<file path="src/rtl/vlpp_pkg.sv">
// ----------------------------------------------------------------------------
// vlpp_pkg
// Types, constants and codes shared by the video line packet planner.
// ----------------------------------------------------------------------------
`default_nettype none

package vlpp_pkg;

	localparam int MAX_SRD_DEF = 4;
	localparam int PIXELS_PER_PGROUP_DEF = 2;
	localparam int CMD_DEPTH = 2;

	localparam int DIV_W = 16;
	localparam int PG_W = 7;

	localparam int RTP_HDR_OCTETS = 12;
	localparam int EXT_SEQ_OCTETS = 2;
	localparam int SRD_HDR_OCTETS = 6;
	localparam int FIXED_HDR_OCTETS = RTP_HDR_OCTETS + EXT_SEQ_OCTETS;

	localparam logic KIND_START = 1'b0;

	localparam logic [14:0] FRAME_HEIGHT_RST = 15'd1080;
	localparam logic [15:0] LINE_OCTETS_RST = 16'd4800;
	localparam logic [6:0] PGROUP_OCTETS_RST = 7'd5;
	localparam logic [15:0] PAYLOAD_LIMIT_RST = 16'd1428;

	typedef enum logic [1:0] {
		CFG_FRAME_HEIGHT,
		CFG_LINE_OCTETS,
		CFG_PGROUP_OCTETS,
		CFG_PAYLOAD_LIMIT
	} cfg_idx_t;

	typedef struct packed {
		logic [14:0] frame_height;
		logic [15:0] line_octets;
		logic [6:0] pgroup_octets;
		logic [15:0] payload_limit;
	} cfg_t;

	typedef struct packed {
		logic kind;
		logic [31:0] frame_timestamp;
	} item_t;

	typedef struct packed {
		logic packet_valid;
		logic [15:0] segment_length;
		logic [14:0] segment_line;
		logic [14:0] segment_pixel_offset;
		logic [31:0] sequence_number;
		logic [31:0] packet_timestamp;
		logic frame_end_marker;
		logic [15:0] payload_length;
		logic last;
	} result_t;

	typedef struct packed {
		logic start;
		logic [DIV_W-1:0] dividend;
		logic [PG_W-1:0] divisor;
	} div_req_t;

	typedef struct packed {
		logic done;
		logic [DIV_W-1:0] quotient;
	} div_rsp_t;

	typedef enum logic [3:0] {
		ST_IDLE,
		ST_CHECK,
		ST_DIV_LEN,
		ST_MUL_LEN,
		ST_TEST_LEN,
		ST_DIV_OFF,
		ST_STORE,
		ST_FINISH,
		ST_EMIT,
		ST_EMIT_INV
	} plan_state_t;

endpackage

`default_nettype wire

</file>
<file path="src/rtl/vlpp_cmd_queue.sv">
// ----------------------------------------------------------------------------
// vlpp_cmd_queue
// Front end: accepts input beats into a short queue for the planner.
// ----------------------------------------------------------------------------
`default_nettype none

module vlpp_cmd_queue import vlpp_pkg::*; (
	input wire logic clk,
	input wire logic arst_n,
	input wire item_t item,
	input wire logic push,
	output logic full,
	output item_t head,
	output logic empty,
	input wire logic pop
);
	localparam int PW = (CMD_DEPTH > 1) ? $clog2(CMD_DEPTH) : 1;
	localparam int CW = $clog2(CMD_DEPTH + 1);

	item_t slot_q [CMD_DEPTH];
	logic [PW-1:0] wr_ptr_q, rd_ptr_q;
	logic [CW-1:0] count_q;
	logic do_push, do_pop;

	assign full = (count_q == CW'(CMD_DEPTH));
	assign empty = (count_q == '0);
	assign head = slot_q[rd_ptr_q];
	assign do_push = push && !full;
	assign do_pop = pop && !empty;

	always_ff @(posedge clk or negedge arst_n) begin
		if (!arst_n) begin
			wr_ptr_q <= '0;
			rd_ptr_q <= '0;
			count_q <= '0;
		end else begin
			if (do_push) begin
				wr_ptr_q <= (wr_ptr_q == PW'(CMD_DEPTH - 1)) ? '0 : wr_ptr_q + 1'b1;
			end
			if (do_pop) begin
				rd_ptr_q <= (rd_ptr_q == PW'(CMD_DEPTH - 1)) ? '0 : rd_ptr_q + 1'b1;
			end
			if (do_push && !do_pop) begin
				count_q <= count_q + 1'b1;
			end else if (do_pop && !do_push) begin
				count_q <= count_q - 1'b1;
			end
		end
	end

	always_ff @(posedge clk) begin
		if (do_push) begin
			slot_q[wr_ptr_q] <= item;
		end
	end

endmodule

`default_nettype wire

</file>
<file path="src/rtl/vlpp_divider.sv">
// ----------------------------------------------------------------------------
// vlpp_divider
// Restoring divider, one quotient bit per cycle, for pixel group alignment.
// ----------------------------------------------------------------------------
`default_nettype none

module vlpp_divider import vlpp_pkg::*; (
	input wire logic clk,
	input wire logic arst_n,
	input wire div_req_t req,
	output div_rsp_t rsp
);
	localparam int CNT_W = $clog2(DIV_W);

	logic busy_q, done_q;
	logic [CNT_W-1:0] cnt_q;
	logic [PG_W-1:0] rem_q, divisor_q;
	logic [DIV_W-1:0] quo_q;
	logic [PG_W:0] rem_sh;
	logic take;

	assign rem_sh = {rem_q, quo_q[DIV_W-1]};
	assign take = (rem_sh >= {1'b0, divisor_q});

	assign rsp.done = done_q;
	assign rsp.quotient = quo_q;

	always_ff @(posedge clk or negedge arst_n) begin
		if (!arst_n) begin
			busy_q <= 1'b0;
			done_q <= 1'b0;
			cnt_q <= '0;
		end else begin
			done_q <= 1'b0;
			if (req.start) begin
				busy_q <= 1'b1;
				cnt_q <= '0;
			end else if (busy_q) begin
				cnt_q <= cnt_q + 1'b1;
				if (cnt_q == CNT_W'(DIV_W - 1)) begin
					busy_q <= 1'b0;
					done_q <= 1'b1;
				end
			end
		end
	end

	always_ff @(posedge clk) begin
		if (req.start) begin
			quo_q <= req.dividend;
			rem_q <= '0;
			divisor_q <= req.divisor;
		end else if (busy_q) begin
			rem_q <= take ? PG_W'(rem_sh - {1'b0, divisor_q}) : rem_sh[PG_W-1:0];
			quo_q <= {quo_q[DIV_W-2:0], take};
		end
	end

endmodule

`default_nettype wire

</file>
<file path="src/rtl/vlpp_planner.sv">
// ----------------------------------------------------------------------------
// vlpp_planner
// Back end: walks the frame cursor, plans segments and emits result beats.
// ----------------------------------------------------------------------------
`default_nettype none

module vlpp_planner import vlpp_pkg::*; #(
	parameter int MaxSrd = MAX_SRD_DEF,
	parameter int PixelsPerPgroup = PIXELS_PER_PGROUP_DEF
) (
	input wire logic clk,
	input wire logic arst_n,
	input wire cfg_t cfg,
	input wire item_t cmd,
	input wire logic cmd_empty,
	output logic cmd_pop,
	output div_req_t div_req,
	input wire div_rsp_t div_rsp,
	output result_t result,
	output logic empty,
	input wire logic pop
);
	localparam int NW = $clog2(MaxSrd + 1);
	localparam int IW = (MaxSrd > 1) ? $clog2(MaxSrd) : 1;
	localparam int OW = DIV_W + $clog2(PixelsPerPgroup + 1);
	localparam int LW = DIV_W + PG_W;

	plan_state_t state_q, state_d;

	logic [15:0] line_q, octet_q, seg_q;
	logic signed [17:0] budget_q;
	logic [NW-1:0] n_q;
	logic [16:0] data_q;
	logic [IW-1:0] k_q;
	logic [14:0] line_cursor_q;
	logic [15:0] octet_cursor_q;
	logic [31:0] ts_q, seq_q;
	logic active_q, marker_q;
	logic [15:0] plen_q;
	logic [15:0] seg_len_q [MaxSrd];
	logic [14:0] seg_line_q [MaxSrd];
	logic [14:0] seg_off_q [MaxSrd];
	logic out_valid_q;
	result_t out_q;

	logic [PG_W-1:0] pg;
	logic signed [17:0] spare_octets;
	logic [15:0] left, room;
	logic can_seg, k_last, out_free, out_load;
	logic [16:0] oct_sum;
	logic [OW-1:0] off_prod;
	logic [LW-1:0] len_prod;
	result_t out_d;

	assign pg = (cfg.pgroup_octets == '0) ? PG_W'(1) : cfg.pgroup_octets;
	assign spare_octets = budget_q - 18'sd6;
	assign left = (octet_q < cfg.line_octets) ? cfg.line_octets - octet_q : 16'd0;
	assign room = (left < spare_octets[15:0]) ? left : spare_octets[15:0];
	assign can_seg = (line_q < {1'b0, cfg.frame_height}) && (n_q < NW'(MaxSrd))
		&& (spare_octets >= $signed({11'd0, pg}));
	assign k_last = ({{(NW > IW ? NW - IW : 1){1'b0}}, k_q} == NW'(n_q - 1'b1));
	assign oct_sum = {1'b0, octet_q} + {1'b0, seg_q};
	assign off_prod = OW'(div_rsp.quotient) * OW'(PixelsPerPgroup);
	assign len_prod = LW'(div_rsp.quotient) * LW'(pg);
	assign out_free = !out_valid_q || pop;

	assign empty = !out_valid_q;
	assign result = out_q;

	// next state
	always_comb begin
		state_d = state_q;
		case (state_q)
			ST_IDLE: begin
				if (!cmd_empty && cmd.kind != KIND_START) begin
					state_d = active_q ? ST_CHECK : ST_EMIT_INV;
				end
			end
			ST_CHECK: state_d = can_seg ? ST_DIV_LEN : ST_FINISH;
			ST_DIV_LEN: if (div_rsp.done) begin
				state_d = ST_MUL_LEN;
			end
			ST_MUL_LEN: state_d = ST_TEST_LEN;
			ST_TEST_LEN: state_d = (seg_q == '0) ? ST_FINISH : ST_DIV_OFF;
			ST_DIV_OFF: if (div_rsp.done) begin
				state_d = ST_STORE;
			end
			ST_STORE: state_d = ST_CHECK;
			ST_FINISH: state_d = (n_q == '0) ? ST_EMIT_INV : ST_EMIT;
			ST_EMIT: if (out_free && k_last) begin
				state_d = ST_IDLE;
			end
			ST_EMIT_INV: if (out_free) begin
				state_d = ST_IDLE;
			end
			default: state_d = ST_IDLE;
		endcase
	end

	// control outputs
	always_comb begin
		cmd_pop = 1'b0;
		div_req.start = 1'b0;
		div_req.dividend = octet_q;
		div_req.divisor = pg;
		out_load = 1'b0;
		out_d = '0;
		out_d.last = 1'b1;
		case (state_q)
			ST_IDLE: cmd_pop = !cmd_empty;
			ST_CHECK: begin
				div_req.start = can_seg;
				div_req.dividend = room;
			end
			ST_TEST_LEN: div_req.start = (seg_q != '0);
			ST_EMIT: begin
				out_load = out_free;
				out_d.packet_valid = 1'b1;
				out_d.segment_length = seg_len_q[k_q];
				out_d.segment_line = seg_line_q[k_q];
				out_d.segment_pixel_offset = seg_off_q[k_q];
				out_d.sequence_number = seq_q;
				out_d.packet_timestamp = ts_q;
				out_d.frame_end_marker = marker_q;
				out_d.payload_length = plen_q;
				out_d.last = k_last;
			end
			ST_EMIT_INV: out_load = out_free;
			default: ;
		endcase
	end

	always_ff @(posedge clk or negedge arst_n) begin
		if (!arst_n) begin
			state_q <= ST_IDLE;
			line_cursor_q <= '0;
			octet_cursor_q <= '0;
			ts_q <= '0;
			active_q <= 1'b0;
			seq_q <= '0;
			out_valid_q <= 1'b0;
			n_q <= '0;
			k_q <= '0;
		end else begin
			state_q <= state_d;
			if (out_load) begin
				out_valid_q <= 1'b1;
			end else if (pop) begin
				out_valid_q <= 1'b0;
			end
			case (state_q)
				ST_IDLE: begin
					n_q <= '0;
					k_q <= '0;
					if (!cmd_empty && cmd.kind == KIND_START) begin
						line_cursor_q <= '0;
						octet_cursor_q <= '0;
						ts_q <= cmd.frame_timestamp;
						active_q <= 1'b1;
					end
				end
				ST_STORE: n_q <= n_q + 1'b1;
				ST_FINISH: begin
					if (n_q == '0) begin
						active_q <= 1'b0;
					end else begin
						line_cursor_q <= line_q[14:0];
						octet_cursor_q <= octet_q;
						if (line_q >= {1'b0, cfg.frame_height}) begin
							active_q <= 1'b0;
						end
					end
				end
				ST_EMIT: begin
					if (out_free) begin
						k_q <= k_q + 1'b1;
						if (k_last) begin
							seq_q <= seq_q + 1'b1;
						end
					end
				end
				default: ;
			endcase
		end
	end

	always_ff @(posedge clk) begin
		if (out_load) begin
			out_q <= out_d;
		end
		case (state_q)
			ST_IDLE: begin
				line_q <= {1'b0, line_cursor_q};
				octet_q <= octet_cursor_q;
				budget_q <= $signed({2'b00, cfg.payload_limit}) - 18'(FIXED_HDR_OCTETS);
				data_q <= '0;
			end
			ST_MUL_LEN: seg_q <= len_prod[15:0];
			ST_STORE: begin
				seg_len_q[n_q[IW-1:0]] <= seg_q;
				seg_line_q[n_q[IW-1:0]] <= line_q[14:0];
				seg_off_q[n_q[IW-1:0]] <= off_prod[14:0];
				data_q <= data_q + {1'b0, seg_q};
				budget_q <= budget_q - 18'(SRD_HDR_OCTETS) - $signed({2'b00, seg_q});
				if (oct_sum >= {1'b0, cfg.line_octets}) begin
					octet_q <= '0;
					line_q <= line_q + 1'b1;
				end else begin
					octet_q <= oct_sum[15:0];
				end
			end
			ST_FINISH: begin
				marker_q <= (line_q >= {1'b0, cfg.frame_height});
				plen_q <= 16'(17'(FIXED_HDR_OCTETS) + 17'(n_q) * 17'(SRD_HDR_OCTETS) + data_q);
			end
			default: ;
		endcase
	end

endmodule

`default_nettype wire

</file>
<file path="src/rtl/video_line_packet_planner.sv">
// ----------------------------------------------------------------------------
// video_line_packet_planner
// Plans uncompressed-video packets: segments of pixel rows per request beat.
// Start beat: leaves the input queue when the idle planner pops it, gives no result.
// Request beat: each segment is planned with two divides (length, then offset)
// on the one-bit-per-cycle divider, then one result beat per cycle unless the receiver stalls.
// Input queue holds 2 beats while the planner works.
// Reset clears the cursor, sequence, queues and loads default registers.
// ----------------------------------------------------------------------------
`default_nettype none

module video_line_packet_planner import vlpp_pkg::*; #(
	parameter int MaxSrd = MAX_SRD_DEF,
	parameter int PixelsPerPgroup = PIXELS_PER_PGROUP_DEF
) (
	input wire logic clk,
	input wire logic arst_n,
	input wire item_t item,
	input wire logic push,
	output logic full,
	output result_t result,
	output logic empty,
	input wire logic pop,
	input wire logic cfg_wr_en,
	input wire logic [1:0] cfg_addr,
	input wire logic [15:0] cfg_wdata
);
	cfg_t cfg_q;
	item_t head;
	logic head_empty, head_pop;
	div_req_t div_req;
	div_rsp_t div_rsp;

	always_ff @(posedge clk or negedge arst_n) begin
		if (!arst_n) begin
			cfg_q.frame_height <= FRAME_HEIGHT_RST;
			cfg_q.line_octets <= LINE_OCTETS_RST;
			cfg_q.pgroup_octets <= PGROUP_OCTETS_RST;
			cfg_q.payload_limit <= PAYLOAD_LIMIT_RST;
		end else if (cfg_wr_en) begin
			case (cfg_idx_t'(cfg_addr))
				CFG_FRAME_HEIGHT: cfg_q.frame_height <= cfg_wdata[14:0];
				CFG_LINE_OCTETS: cfg_q.line_octets <= cfg_wdata;
				CFG_PGROUP_OCTETS: cfg_q.pgroup_octets <= cfg_wdata[6:0];
				CFG_PAYLOAD_LIMIT: cfg_q.payload_limit <= cfg_wdata;
				default: ;
			endcase
		end
	end

	vlpp_cmd_queue u_queue (
		.clk(clk),
		.arst_n(arst_n),
		.item(item),
		.push(push),
		.full(full),
		.head(head),
		.empty(head_empty),
		.pop(head_pop)
	);

	vlpp_divider u_div (
		.clk(clk),
		.arst_n(arst_n),
		.req(div_req),
		.rsp(div_rsp)
	);

	vlpp_planner #(
		.MaxSrd(MaxSrd),
		.PixelsPerPgroup(PixelsPerPgroup)
	) u_plan (
		.clk(clk),
		.arst_n(arst_n),
		.cfg(cfg_q),
		.cmd(head),
		.cmd_empty(head_empty),
		.cmd_pop(head_pop),
		.div_req(div_req),
		.div_rsp(div_rsp),
		.result(result),
		.empty(empty),
		.pop(pop)
	);

endmodule

`default_nettype wire

</file>
<file path="config.mk">
export PLATFORM = sky130hd
export DESIGN_NAME = video_line_packet_planner
export DESIGN_NICKNAME = d
export VERILOG_FILES = /design/src/rtl/vlpp_pkg.sv /design/src/rtl/vlpp_cmd_queue.sv /design/src/rtl/vlpp_divider.sv /design/src/rtl/vlpp_planner.sv /design/src/rtl/video_line_packet_planner.sv
export SDC_FILE = /design/constraint.sdc
export NUM_CORES = 1
export LEC_CHECK = 0
export BUFFER_PORTS_ARGS = -buffer_cell sky130_fd_sc_hd__buf_2
export CELL_PAD_IN_SITES_DETAIL_PLACEMENT = 2
export CELL_PAD_IN_SITES_GLOBAL_PLACEMENT = 2
export CORE_ASPECT_RATIO = 0.6
export CORE_UTILIZATION = 30
export DETAILED_ROUTE_END_ITERATION = 16
export PLACE_DENSITY_LB_ADDON = 0.1
export RECOVER_POWER = 25
export SKIP_CTS_REPAIR_TIMING = 1
export SLEW_MARGIN = 30
export SYNTH_ARGS = -nofsm -noshare
export SYNTH_HDL_FRONTEND = slang
export SYNTH_HIERARCHICAL = 1
export SYNTH_SLANG_ARGS = --single-unit
</file>
<file path="constraint.sdc">
create_clock -name clk -period 10.2 [get_ports clk]
set_input_delay 3.06 -clock clk [delete_from_list [all_inputs] [get_ports clk]]
set_output_delay 3.06 -clock clk [all_outputs]
set_load 0.01 [all_outputs]
</file>
# Word level (Yosys, flattened, before mapping)
# Memory sizes are Yosys's and may differ from the RTL's.
# Cells that the tools add are included.
# Widths: inputs -> output; s select.
dict set report word_totals {
  ff_bits 429
  ramBits 246
  input_bits 56
  wordCells 195
  memories 4
}
dict set report classes {
  add_sub_neg 19
  mul 2
  n_lt_le_gt_ge 8
  eq_ne 25
  n_mux 58
  bitwise_logic 1
  n_reduce_logical 40
}
# memory depth width read_ports rd_ports_with_merged_regs write_ports line_no
set memory_table {}
lappend memory_table {u_queue.slot_q 2 33 1 0 1 vlpp_cmd_queue.sv:20} ;# item_t slot_q [CMD_DEPTH];
lappend memory_table {u_plan.seg_len_q 4 16 1 0 1 vlpp_planner.sv:40} ;# logic [15:0] seg_len_q [MaxSrd];
lappend memory_table {u_plan.seg_line_q 4 15 1 0 1 vlpp_planner.sv:41} ;# logic [14:0] seg_line_q [MaxSrd];
lappend memory_table {u_plan.seg_off_q 4 14 1 0 1 vlpp_planner.sv:42} ;# logic [14:0] seg_off_q [MaxSrd];
# cell n
set op_table {}
lappend op_table {{$mux 16} 9}
lappend op_table {{$mux 129} 1}
lappend op_table {{$pmux 16 s2} 3}
lappend op_table {{$pmux 4 s10} 1}
lappend op_table {{$pmux 18 s2} 1}
lappend op_table {{$pmux 17 s2} 1}
lappend op_table {{$add 32x1->32 const B} 1}
lappend op_table {{$lt 16x16->1} 2}
lappend op_table {{$mux 4} 8}
lappend op_table {{$mux 15} 2}
lappend op_table {{$pmux 15 s2} 1}
lappend op_table {{$mux 1} 20}
lappend op_table {{$ge 18x8->1} 1}
lappend op_table {{$sub 18x17->18} 1}
lappend op_table {{$sub 18x4->18 const B} 1}
lappend op_table {{$add 16x16->17} 1}
lappend op_table {{$add 17x16->17} 1}
lappend op_table {{$ge 17x16->1} 1}
lappend op_table {{$sub 16x4->17 const B} 1}
lappend op_table {{$add 16x1->16 const B} 1}
lappend op_table {{$add 16x16->16} 1}
lappend op_table {{$eq 4x3->1 const B} 4}
lappend op_table {{$ge 16x15->1} 1}
lappend op_table {{$logic_not 16->1} 1}
lappend op_table {{43 further kinds} 88}

# Depth between registers and ports, before layout
# Gate-level depths: netlist of the first run.
dict set report logic_depth {
  word_depth 7
  mapped_depth 22
  mapped_depth_nobuf 20
}

# Cells and area by module
# Netlist of the first run, hierarchy kept.
# module n_inst cells_per_inst area_per_inst_um2
set modules_own_cells {}
lappend modules_own_cells {vlpp_planner 1 2244 27589.0}
lappend modules_own_cells {vlpp_cmd_queue 1 122 2730.1}
lappend modules_own_cells {video_line_packet_planner 1 115 2049.5}
lappend modules_own_cells {vlpp_divider 1 166 1993.2}

# Worst setup path before layout of the first run
# Ideal clock, no wire load.
dict set report synth_timing {
  kind {input-to-reg}
  start {input pop}
  end {register u_plan.out_q, in the netlist u_plan/result[0] (enable)}
  setup_ps 617
  arrival_ps 8423
  setup_slack_ps 1160
  cell_stages 2
  n_path_buf 0
  cell_sequence {nor2_1 > nor2_1}
}
dict set report synth_via {
  elab_chain_cells 2
}
# item line_no
set synth_rtl {}
lappend synth_rtl {{start, declared} video_line_packet_planner.sv:23} ;# input wire logic pop,
lappend synth_rtl {{$logic_or 1x1->1} vlpp_planner.sv:65} ;# assign out_free = !out_valid_q || pop;
lappend synth_rtl {{$mux 1} vlpp_planner.sv:109} ;# case (state_q)
lappend synth_rtl {{via u_plan.out_load} vlpp_planner.sv:49} ;# logic can_seg, k_last, out_free, out_load;
lappend synth_rtl {{end signal, assigned} vlpp_planner.sv:189} ;# out_q <= out_d;
lappend synth_rtl {{end, declared} vlpp_planner.sv:44} ;# result_t out_q;
# The timed path passes the listed nets, and every way through them passes these cells.
# A chain may end at the register's enable or synchronous reset.

==> results.sh, run 1 <==
export IMPL_outcome="finished with violations"
export IMPL_violations="capacitance limit, slew limit"
export IMPL_fin_crit_sh=0.562
export IMPL_whs_path_depth=1
export IMPL_ys_types=95
export IMPL_start_util=0.305
export IMPL_r2r_start="u_plan/octet_q[0]"
export IMPL_first_iter_violations=1259
export IMPL_synth_flop_cell="edfxtp_1"
export IMPL_cts_sinks=673
export IMPL_nets=3137
export IMPL_first_pass_iters=5
export IMPL_r2r_cells=19
export IMPL_multi_input_area_um2=13900
export IMPL_max_freq_mhz=174
export IMPL_vias=22000
export IMPL_synth_warnings=6
export IMPL_wl_per_cell_um=24.3
export IMPL_via_per_inst=4.97
export IMPL_cp_end_kind="flip-flop"
export IMPL_fin_tns_setup_ns=0
export IMPL_fp_dieW_um=439
export IMPL_synth_top_area_cell="edfxtp_1"
export IMPL_antenna_left=0
export IMPL_skew_ns=0.0356
export IMPL_ys_top_cells_by_area="edfxtp_1 43%, dfrtp_1 11%, ha_1 6.1%"
export IMPL_vdd_drop_max_v=0.000273
export IMPL_fillers=11600
export IMPL_rsz0062_at_grt="false"
export IMPL_clk_pin_slew_ns=0.06
export IMPL_fp_row_count=95
export IMPL_place_worst_setup_slack_ns=4.44
export IMPL_die_area_um2=116000
export IMPL_grt_max_degree=87
export IMPL_syn_num_nets=2930
export IMPL_grt_pass1_wl_um=161000
export IMPL_tritoncts="built"
export IMPL_synth_seq_area_share=0.562
export IMPL_fp_dieH_um=264
export IMPL_syn_area_per_cell_um2=13.0
export IMPL_power_leakage_nw=15.6
export IMPL_htree_levels=3
export IMPL_finalHoldViolCount=0
export IMPL_place_gp_congestion=0.857
export IMPL_clk_insertion_delay_late_ns=0.67
export IMPL_synth_seq_cells=673
export IMPL_r2r_slack_ns=4.46
export IMPL_path_class="flip-flop to flip-flop"
export IMPL_min_period_ns=5.74
export IMPL_final_cell_mix="496 x edfxtp_1, 204 x inv_1, 195 x nand2_1, 175 x buf_2, 168 x ha_1"
export IMPL_cp_startpoint="u_plan/octet_q[0]"
export IMPL_clockBufferDepth=3
export IMPL_grt_overflow=0
export IMPL_whs_endpoint="u_plan/seq_q[31]"
export IMPL_slew_headroom=-0.536
export IMPL_path_max_fanout=20
export IMPL_root_buffer="clkbuf_16"
export IMPL_final_setup_viol_count=0
export IMPL_io_buffers=185
export IMPL_io_pins=187
export IMPL_grt_pass1_vias=24200
export IMPL_synth_edf_count=496
export IMPL_antenna_found_initial=14
export IMPL_post_dp_hpwl_um=77100
export IMPL_tightest_slew_ns=2.30
export IMPL_syn_area_um2=34400
export IMPL_cp_data_arrival_time_ns=6.13
export IMPL_maxCapViolations=2
export IMPL_hp_start="u_plan/seq_q[31]"
export IMPL_finalWirelength_um=107000
export IMPL_worstHoldPathType="flip-flop to flip-flop"
export IMPL_p_per_area_nw_per_um2=285
export IMPL_postLayoutCoreUtil=0.349
export IMPL_drive_above_1_share=0.186
export IMPL_drv_slew=73
export IMPL_area_delta_synth_final_pct=14.7
export IMPL_async_reset_ff_frac=0.253
export IMPL_synth_top_cell_area_share=0.433
export IMPL_worst_slack_ns=4.46
export IMPL_cts_buffers=74
export IMPL_startpoint_type="flip-flop"
export IMPL_layout_commonest_cell="edfxtp_1"
export IMPL_syn_inst=2647
export IMPL_critPathRequiredTime_ns=10.59
export IMPL_seq_area_um2=19300
export IMPL_core_area_um2=113000
export IMPL_worstReg2RegEnd="u_div/quo_q[2]"
export IMPL_grt_usage=0.188
export IMPL_drc=0
[cell families (layout without fill, tap and decap cells)]
logic type | Yosys count | after routing | share of synthesized area
muxes | 197 | 197 | 0.0819
AOI/OAI and AO/OA | 365 | 365 | 0.0723
and+or+nand+nor | 725 | 725 | 0.111
other | 1 | 7 | 0.000109
buffers and inverters | 298 | 564 | 0.0358
xor gates and xnor gates | 161 | 161 | 0.0410
DFF | 673 | 673 | 0.562
adders and majority gates | 227 | 227 | 0.0955
[state kept, by name, summed over array words and instances (netlist names), 2 cells and up]
register	cells
u_plan/result	128
u_queue/slot_q	66
u_plan/seg_len_q	64
u_plan/seg_line_q	60
u_plan/seg_off_q	56
cfg_q	54
u_plan/seq_q	32
u_plan/ts_q	32
u_plan/budget_q	18
u_div/quo_q	16
u_plan/data_q	16
u_plan/line_q	16
u_plan/octet_cursor_q	16
u_plan/octet_q	16
u_plan/plen_q	16
u_plan/seg_q	16
u_plan/line_cursor_q	15
u_div/divisor_q	7
u_div/rem_q	7
u_div/cnt_q	4
u_plan/state_q	4
u_plan/n_q	3
u_plan/k_q	2
u_queue/count_q	2
[worst max-delay path: stages, from the launching register on]
cell and delay (ns):
edfxtp_1 0.44, ha_1 0.23, inv_1 0.07, fa_1 0.41
a21o_1 0.22, a221oi_2 0.32, nor2_1 0.15, a311o_1 0.46
o21ai_4 0.48, nor2_1 0.15, ha_1 0.34, a21o_1 0.18
a21o_1 0.17, a21oi_1 0.18, nor3b_1 0.21, o221a_2 0.20
o41a_2 0.51, mux2i_1 0.29, o21ai_0 0.12, mux2_1 0.32
[power breakdown]
part	switching, mW	internal (mW)
clock	1.18	1.51
sequential	0.437	3.56
combinational	2.52	2.01
[stage by stage]
stage,hold WS [ns],total power [mW],area (µm²),std cells
2_1_floorplan,0.431,7.31,34400,2647
3_3_place_gp,0.463,8.47,37100,4280
3_5_place_dp,0.475,8.64,37100,4280
4_1_cts,0.495,11.4,39500,4415
5_1_grt,0.518,12.1,39400,4420
6_report,0.486,11.2,39400,4422
[worst max-delay path by stage]
stage                        to  slack [ns]  depth (start not counted)
2_1_floorplan  u_plan/result[0]        1.16                          2
3_3_place_gp     u_div/quo_q[3]        4.21                         20
3_5_place_dp     u_div/quo_q[2]        4.44                         20
4_1_cts          u_div/quo_q[2]        4.42                         19
5_1_grt          u_div/quo_q[2]        4.07                         14
6_report         u_div/quo_q[2]        4.46                         19
[metal layers]
layer	track usage	part of all wire	vias up	wire length, µm
li1	-	-	9965	-
met1	0.284	0.52	11600	55300
met2	0.271	0.42	348	45000
met3	0.0376	0.044	120	4740
met4	0.0463	0.021	2	2230
met5	0	0.00012	-	13
[cell type report]
type | instances | area share
sequential | 673 | 0.490
multi-input combinational | 1676 | 0.352
clock buffer | 97 | 0.0521
tap | 1503 | 0.0477
timing repair buffer | 225 | 0.0298
inverter | 204 | 0.0194
clock inverter | 38 | 0.00816
antenna | 6 | 0.000381
[Yosys cell counts, drive strengths merged (21+ instances only)]
library cell  number
and2             177
edfxtp           496
ha               168
nor3              25
a21oi             70
fa                59
nand2            196
xor2              64
mux2             137
nand4             27
o21ai             96
a21o              35
buf               28
xnor2             97
a22o              32
clkbuf            66
dfrtp            155
nand2b            21
nor2             111
mux4              45
nand3             50
inv              204
Note: power is estimated with default switching activity, not from simulation.
==> run 2: changes to the inputs <==
==> constraint.sdc (replaced) <==
create_clock -name clk -period 5.6 [get_ports clk]
set_input_delay 1.68 -clock clk [delete_from_list [all_inputs] [get_ports clk]]
set_output_delay 1.68 -clock clk [all_outputs]
set_load 0.01 [all_outputs]
==> run 2 against run 1 <==
Via count is 0.48% higher. Core utilization is 0.12 points higher. Combinational power is 96% higher. Clock power is 80% higher. Final cell count is 0.47% higher. Critical endpoint is now u_plan/seg_q[15]. Clock-buffer cell count is 3 higher. The flow still finishes with violations (capacitance limit, slew limit). Die area stayed put.
==> results.sh, run 2 (synthesized netlist as in run 1, its figures left out) <==
export IMPL_antenna_left=0
export IMPL_power_leakage_nw=15.6
export IMPL_outcome="finished with violations"
export IMPL_grt_max_degree=77
export IMPL_fin_tns_setup_ns=0
export IMPL_cts_sinks=673
export IMPL_maxCapViolations=1
export IMPL_p_per_area_nw_per_um2=528
export IMPL_vdd_drop_max_v=0.000531
export IMPL_finalHoldViolCount=0
export IMPL_die_area_um2=116000
export IMPL_crit_chain="clkbuf_1 -> nand2_1 -> fa_1 -> inv_1 -> fa_1 -> fa_1 -> inv_1 -> fa_1 -> inv_1 -> ha_1 -> o311a_1 -> o21a_1 -> o21a_1 -> o41a_1 -> a31oi_1 -> xnor2_1"
export IMPL_io_buffers=185
export IMPL_crit_path_frequent_cell="fa_1"
export IMPL_path_max_fanout=11
export IMPL_clk_pin_slew_ns=0.06
export IMPL_tightest_slew_ns=2.32
export IMPL_cp_end_kind="flip-flop"
export IMPL_max_stage_delay_ns=0.69
export IMPL_path_class="flip-flop to flip-flop"
export IMPL_finalWirelength_um=109000
export IMPL_grt_overflow=0
export IMPL_cp_data_arrival_time_ns=5.73
export IMPL_largest_reg_flops=128
export IMPL_nets=3160
export IMPL_critPathRequiredTime_ns=5.99
export IMPL_grt_pass1_wl_um=164000
export IMPL_rsz0062_at_grt="false"
export IMPL_start_util=0.305
export IMPL_io_pins=187
export IMPL_clk_insertion_delay_late_ns=0.67
export IMPL_worstHoldPathType="flip-flop to flip-flop"
export IMPL_cpMaxStageDelayCell="clkbuf_1"
export IMPL_htree_levels=3
export IMPL_min_period_ns=5.34
export IMPL_core_area_um2=113000
export IMPL_final_setup_viol_count=0
export IMPL_grt_pass1_vias=24400
export IMPL_first_iter_violations=1301
export IMPL_layout_commonest_cell="edfxtp_1"
export IMPL_max_freq_mhz=187
export IMPL_startpoint_type="flip-flop"
export IMPL_skew_ns=0.0277
export IMPL_fp_dieH_um=264
export IMPL_final_cell_mix="496 x edfxtp_1, 203 x inv_1, 194 x nand2_1, 173 x and2_1"
export IMPL_drive_above_1_share=0.185
export IMPL_antenna_found_initial=20
export IMPL_place_gp_congestion=0.862
export IMPL_cp_num_buf_inv=4
export IMPL_clockBufferDepth=3
export IMPL_via_per_inst=4.97
export IMPL_cts_buffers=73
export IMPL_wl_per_cell_um=24.5
export IMPL_grt_usage=0.190
export IMPL_violations="capacitance limit, slew limit"
export IMPL_post_dp_hpwl_um=79700
export IMPL_fin_crit_sh=0.954
export IMPL_fp_row_count=95
export IMPL_crit_family="adder cells"
export IMPL_tritoncts="built"
export IMPL_root_buffer="clkbuf_16"
export IMPL_first_pass_iters=5
export IMPL_vias=22100
export IMPL_postLayoutCoreUtil=0.351
export IMPL_area_delta_synth_final_pct=15.1
export IMPL_drc=0
export IMPL_drv_slew=76
export IMPL_slew_headroom=-0.548
export IMPL_fp_dieW_um=439
==> run 2: changes by cell type in the layout (fill, tap and decap cells not counted), sizes merged <==
cell and change:
bufinv -1, clkinv +1, buf +9, diode -2, inv -4, clkbuf +18
==> run 2: worst reg2reg max path, delay by kind of cell (launching register included) <==
family | cells | cell delay, ns
AO/OA/AOI/OAI | 5 | 1.08
XOR/XNOR | 1 | 0.10
adder cells (fa/ha/maj) | 5 | 2.47
buffers and inverters | 4 | 0.85
flip-flops | 1 | 0.37
AND/OR/NAND/NOR | 1 | 0.21
==> run 2: power by group <==
part | total, mW | switching, mW | internal [mW]
combinational | 8.89 | 5.08 | 3.81
clock | 4.84 | 2.15 | 2.69
sequential | 7.13 | 0.642 | 6.49
total | 20.9 | 7.87 | 13.0
==> run 2: layout make-up <==
type | instances | area (µm²)
clock inverters | 34 | 264
repair buffers | 249 | 1350
diodes | 4 | 10.0
fillers | 11700 | 73300
multi-input cells | 1676 | 13900
inverters | 204 | 766
flip-flops and latches | 673 | 19300
well taps | 1503 | 1880
clock buffers | 100 | 2060
==> run 2: path summary, 6_finish.rpt <==
kind	from	end	slack, ns	cells past startpoint
min in group asynchronous	arst_n	u_plan/seq_q[16]	1.68	1
worst max register to register	u_div/quo_q[6]	u_plan/seg_q[15]	0.26	16
worst min-delay path	u_plan/seq_q[31]	u_plan/seq_q[31]	0.47	1
worst max-delay path	u_div/quo_q[6]	u_plan/seg_q[15]	0.26	16
worst min register to register	u_plan/seq_q[31]	u_plan/seq_q[31]	0.47	1
max in group asynchronous	arst_n	u_plan/k_q[0]	2.23	1
==> run 2: stage by stage <==
stage	instance area, µm²	setup WS, ns	total power [mW]	cells	hold slack [ns]
after floorplan	34400	0.0762	13.3	2647	0.431
after global placement	37300	0.447	15.9	4304	0.459
after detailed placement	37300	0.127	16.2	4304	0.466
after CTS	39700	0.100	21.2	4438	0.477
after global routing	39500	0.0281	22.4	4440	0.501
final	39500	0.259	20.9	4443	0.468
==> run 2: layer usage <==
metal,part of all wire,global-route usage,vias up
li1,-,-,10000
met1,0.51,0.290,11600
met2,0.42,0.277,390
met3,0.049,0.0360,107
met4,0.016,0.0394,0
met5,0,0,-
==> run 3: changes to the inputs <==
--- a/config.mk
+++ b/config.mk
@@ -11,7 +11,7 @@
 export CORE_ASPECT_RATIO = 0.6
 export CORE_UTILIZATION = 30
 export DETAILED_ROUTE_END_ITERATION = 16
-export PLACE_DENSITY_LB_ADDON = 0.1
+export PLACE_DENSITY = 0.67
 export RECOVER_POWER = 25
 export SKIP_CTS_REPAIR_TIMING = 1
 export SLEW_MARGIN = 30
==> run 3 against run 2 <==
The flow still finishes with violations (capacitance limit, slew limit). Critical path depth grew 5. Total power grew 2.1%. Sequential power grew 0.7%. Worst setup slack lost 0.079 ns. Core utilization grew 0.18 points. Non-clock buffer count is the same. Sequential cell count is the same. Largest cell class unchanged. Highest routed layer is now met5.
==> results.sh, run 3 (synthesized netlist as in run 1, its figures left out) <==
export IMPL_outcome="finished with violations"
export IMPL_violations="capacitance limit, slew limit"
export IMPL_grt_max_degree=122
export IMPL_min_period_ns=5.42
export IMPL_cts_sinks=673
export IMPL_rsz0062_at_grt="false"
export IMPL_worstHoldPathType="flip-flop to flip-flop"
export IMPL_crit_chain="inv_1 -> ha_1 -> inv_1 -> fa_1 -> a21o_1 -> a221oi_2 -> nor2_1 -> a311o_1 -> o21ai_4 -> buf_4 -> nor2b_1 -> ha_1 -> a21o_1 -> a21o_1 -> a21oi_1 -> o221a_2 -> o41a_1 -> buf_4 -> mux2i_1 -> o21ai_0 -> mux2_1"
export IMPL_die_area_um2=116000
export IMPL_path_max_fanout=12
export IMPL_fp_row_count=95
export IMPL_p_per_area_nw_per_um2=536
export IMPL_multi_input_area_um2=13900
export IMPL_post_dp_hpwl_um=78000
export IMPL_maxCapViolations=2
export IMPL_antenna_found_initial=18
export IMPL_final_cell_mix="496 x edfxtp_1, 203 x inv_1, 194 x nand2_1, 172 x and2_1, 168 x ha_1"
export IMPL_nets=3159
export IMPL_core_area_um2=113000
export IMPL_first_iter_violations=1506
export IMPL_first_pass_iters=5
export IMPL_io_pins=187
export IMPL_layout_commonest_cell="edfxtp_1"
export IMPL_finalWirelength_um=107000
export IMPL_largest_reg_flops=128
export IMPL_place_gp_congestion=0.858
export IMPL_max_freq_mhz=184
export IMPL_drc=0
export IMPL_stdcell_area_um2=39700
export IMPL_seq_area_um2=19300
export IMPL_dpl_cell_area_um2=37300
export IMPL_grt_usage=0.185
export IMPL_clockBufferDepth=3
export IMPL_wl_per_cell_um=24.0
export IMPL_via_per_inst=5.04
export IMPL_cpMaxStageDelayCell="a311o_1"
export IMPL_fin_tns_setup_ns=0
export IMPL_tritoncts="built"
export IMPL_max_stage_delay_ns=0.47
export IMPL_grt_pass1_vias=24600
export IMPL_cts_buffers=72
export IMPL_grt_pass1_wl_um=162000
export IMPL_placed_cells=4305
export IMPL_cp_num_buf_inv=4
export IMPL_startpoint_type="flip-flop"
export IMPL_vias=22400
export IMPL_cp_data_arrival_time_ns=5.82
export IMPL_clk_insertion_delay_late_ns=0.68
export IMPL_path_class="flip-flop to flip-flop"
export IMPL_power_leakage_nw=15.8
export IMPL_antenna_left=0
export IMPL_vdd_drop_max_v=0.000521
export IMPL_fin_crit_sh=0.968
export IMPL_fp_dieW_um=439
export IMPL_io_buffers=185
export IMPL_skew_ns=0.0316
export IMPL_area_delta_synth_final_pct=15.6
export IMPL_tightest_slew_ns=2.61
export IMPL_clk_pin_slew_ns=0.07
export IMPL_crit_family="compound AO/OA/AOI/OAI gates"
export IMPL_power_mw=21.3
export IMPL_fp_dieH_um=264
export IMPL_root_buffer="clkbuf_16"
export IMPL_drv_slew=100
export IMPL_drive_above_1_share=0.188
export IMPL_start_util=0.305
export IMPL_finalHoldViolCount=0
export IMPL_htree_levels=3
export IMPL_fillers=11600
export IMPL_grt_overflow=0
export IMPL_cp_end_kind="flip-flop"
export IMPL_critPathRequiredTime_ns=6.00
export IMPL_crit_path_frequent_cell="a21o_1"
export IMPL_final_cell_count_no_fill=4442
export IMPL_final_setup_viol_count=0
export IMPL_slew_headroom=-0.739
## run 3: cell types whose count changed in the layout (fill, tap and decap cells not counted), moves of 2 or more
cell	before	now
buf_12	5	3
clkinv_4	1	3
inv_4	0	2
clkinvlp_4	4	2
bufinv_16	2	12
clkbuf_1	60	54
clkinv_2	10	13
clkbuf_16	77	75
clkbuf_8	5	2
buf_2	168	165
## run 3: per-layer routing
| metal | track usage | routed length [µm] |
|---|---|---|
| met1 | 0.281 | 53500 |
| met2 | 0.278 | 46600 |
| met3 | 0.0255 | 4640 |
| met4 | 0.0384 | 2000 |
| met5 | 0 | 15 |
## run 3: area by class of cell
| cell class | count | area share |
|---|---|---|
| clock buffer | 87 | 0.0489 |
| clock inverter | 47 | 0.0150 |
| multi-input combinational | 1676 | 0.349 |
| tap | 1503 | 0.0473 |
| sequential | 673 | 0.486 |
| timing repair buffer | 249 | 0.0340 |
| inverter | 204 | 0.0193 |
| antenna | 3 | 0.000189 |
## run 3: stage by stage
step | setup WS (ns) | hold slack (ns) | util
after CTS | 0.254 | 0.494 | 0.353
after floorplan | 0.0762 | 0.431 | -
final | 0.180 | 0.484 | 0.352
after global routing | 0.00952 | 0.512 | 0.352
after detailed placement | 0.281 | 0.478 | 0.331
after global placement | 0.482 | 0.462 | 0.331
## run 3: worst paths after layout
path	start	endpoint	slack (ns)	cells after the start
min reg2reg	u_plan/seq_q[31]	u_plan/seq_q[31]	0.48	1
min in group asynchronous	arst_n	u_plan/line_cursor_q[5]	1.84	1
max reg2reg	cfg_q[23]	u_div/quo_q[12]	0.18	21
max	cfg_q[23]	u_div/quo_q[12]	0.18	21
min	u_plan/seq_q[31]	u_plan/seq_q[31]	0.48	1
max in group asynchronous	arst_n	u_queue/rd_ptr_q	1.90	1
## run 3: worst register-to-register path, stage by stage, from the launching register on
cell and delay, ns:
dfrtp_1 0.41, inv_1 0.07, ha_1 0.17, inv_1 0.06, fa_1 0.40, a21o_1 0.23, a221oi_2 0.32, nor2_1 0.14
a311o_1 0.47, o21ai_4 0.29, buf_4 0.25, nor2b_1 0.08, ha_1 0.32, a21o_1 0.17, a21o_1 0.18, a21oi_1 0.29
o221a_2 0.25, o41a_1 0.17, buf_4 0.22, mux2i_1 0.24, o21ai_0 0.10, mux2_1 0.31
## run 3: power by group
| part | internal [mW] | switching, mW |
|---|---|---|
| Clock | 3.05 | 2.15 |
| Combinational | 3.83 | 5.09 |
| Sequential | 6.49 | 0.684 |
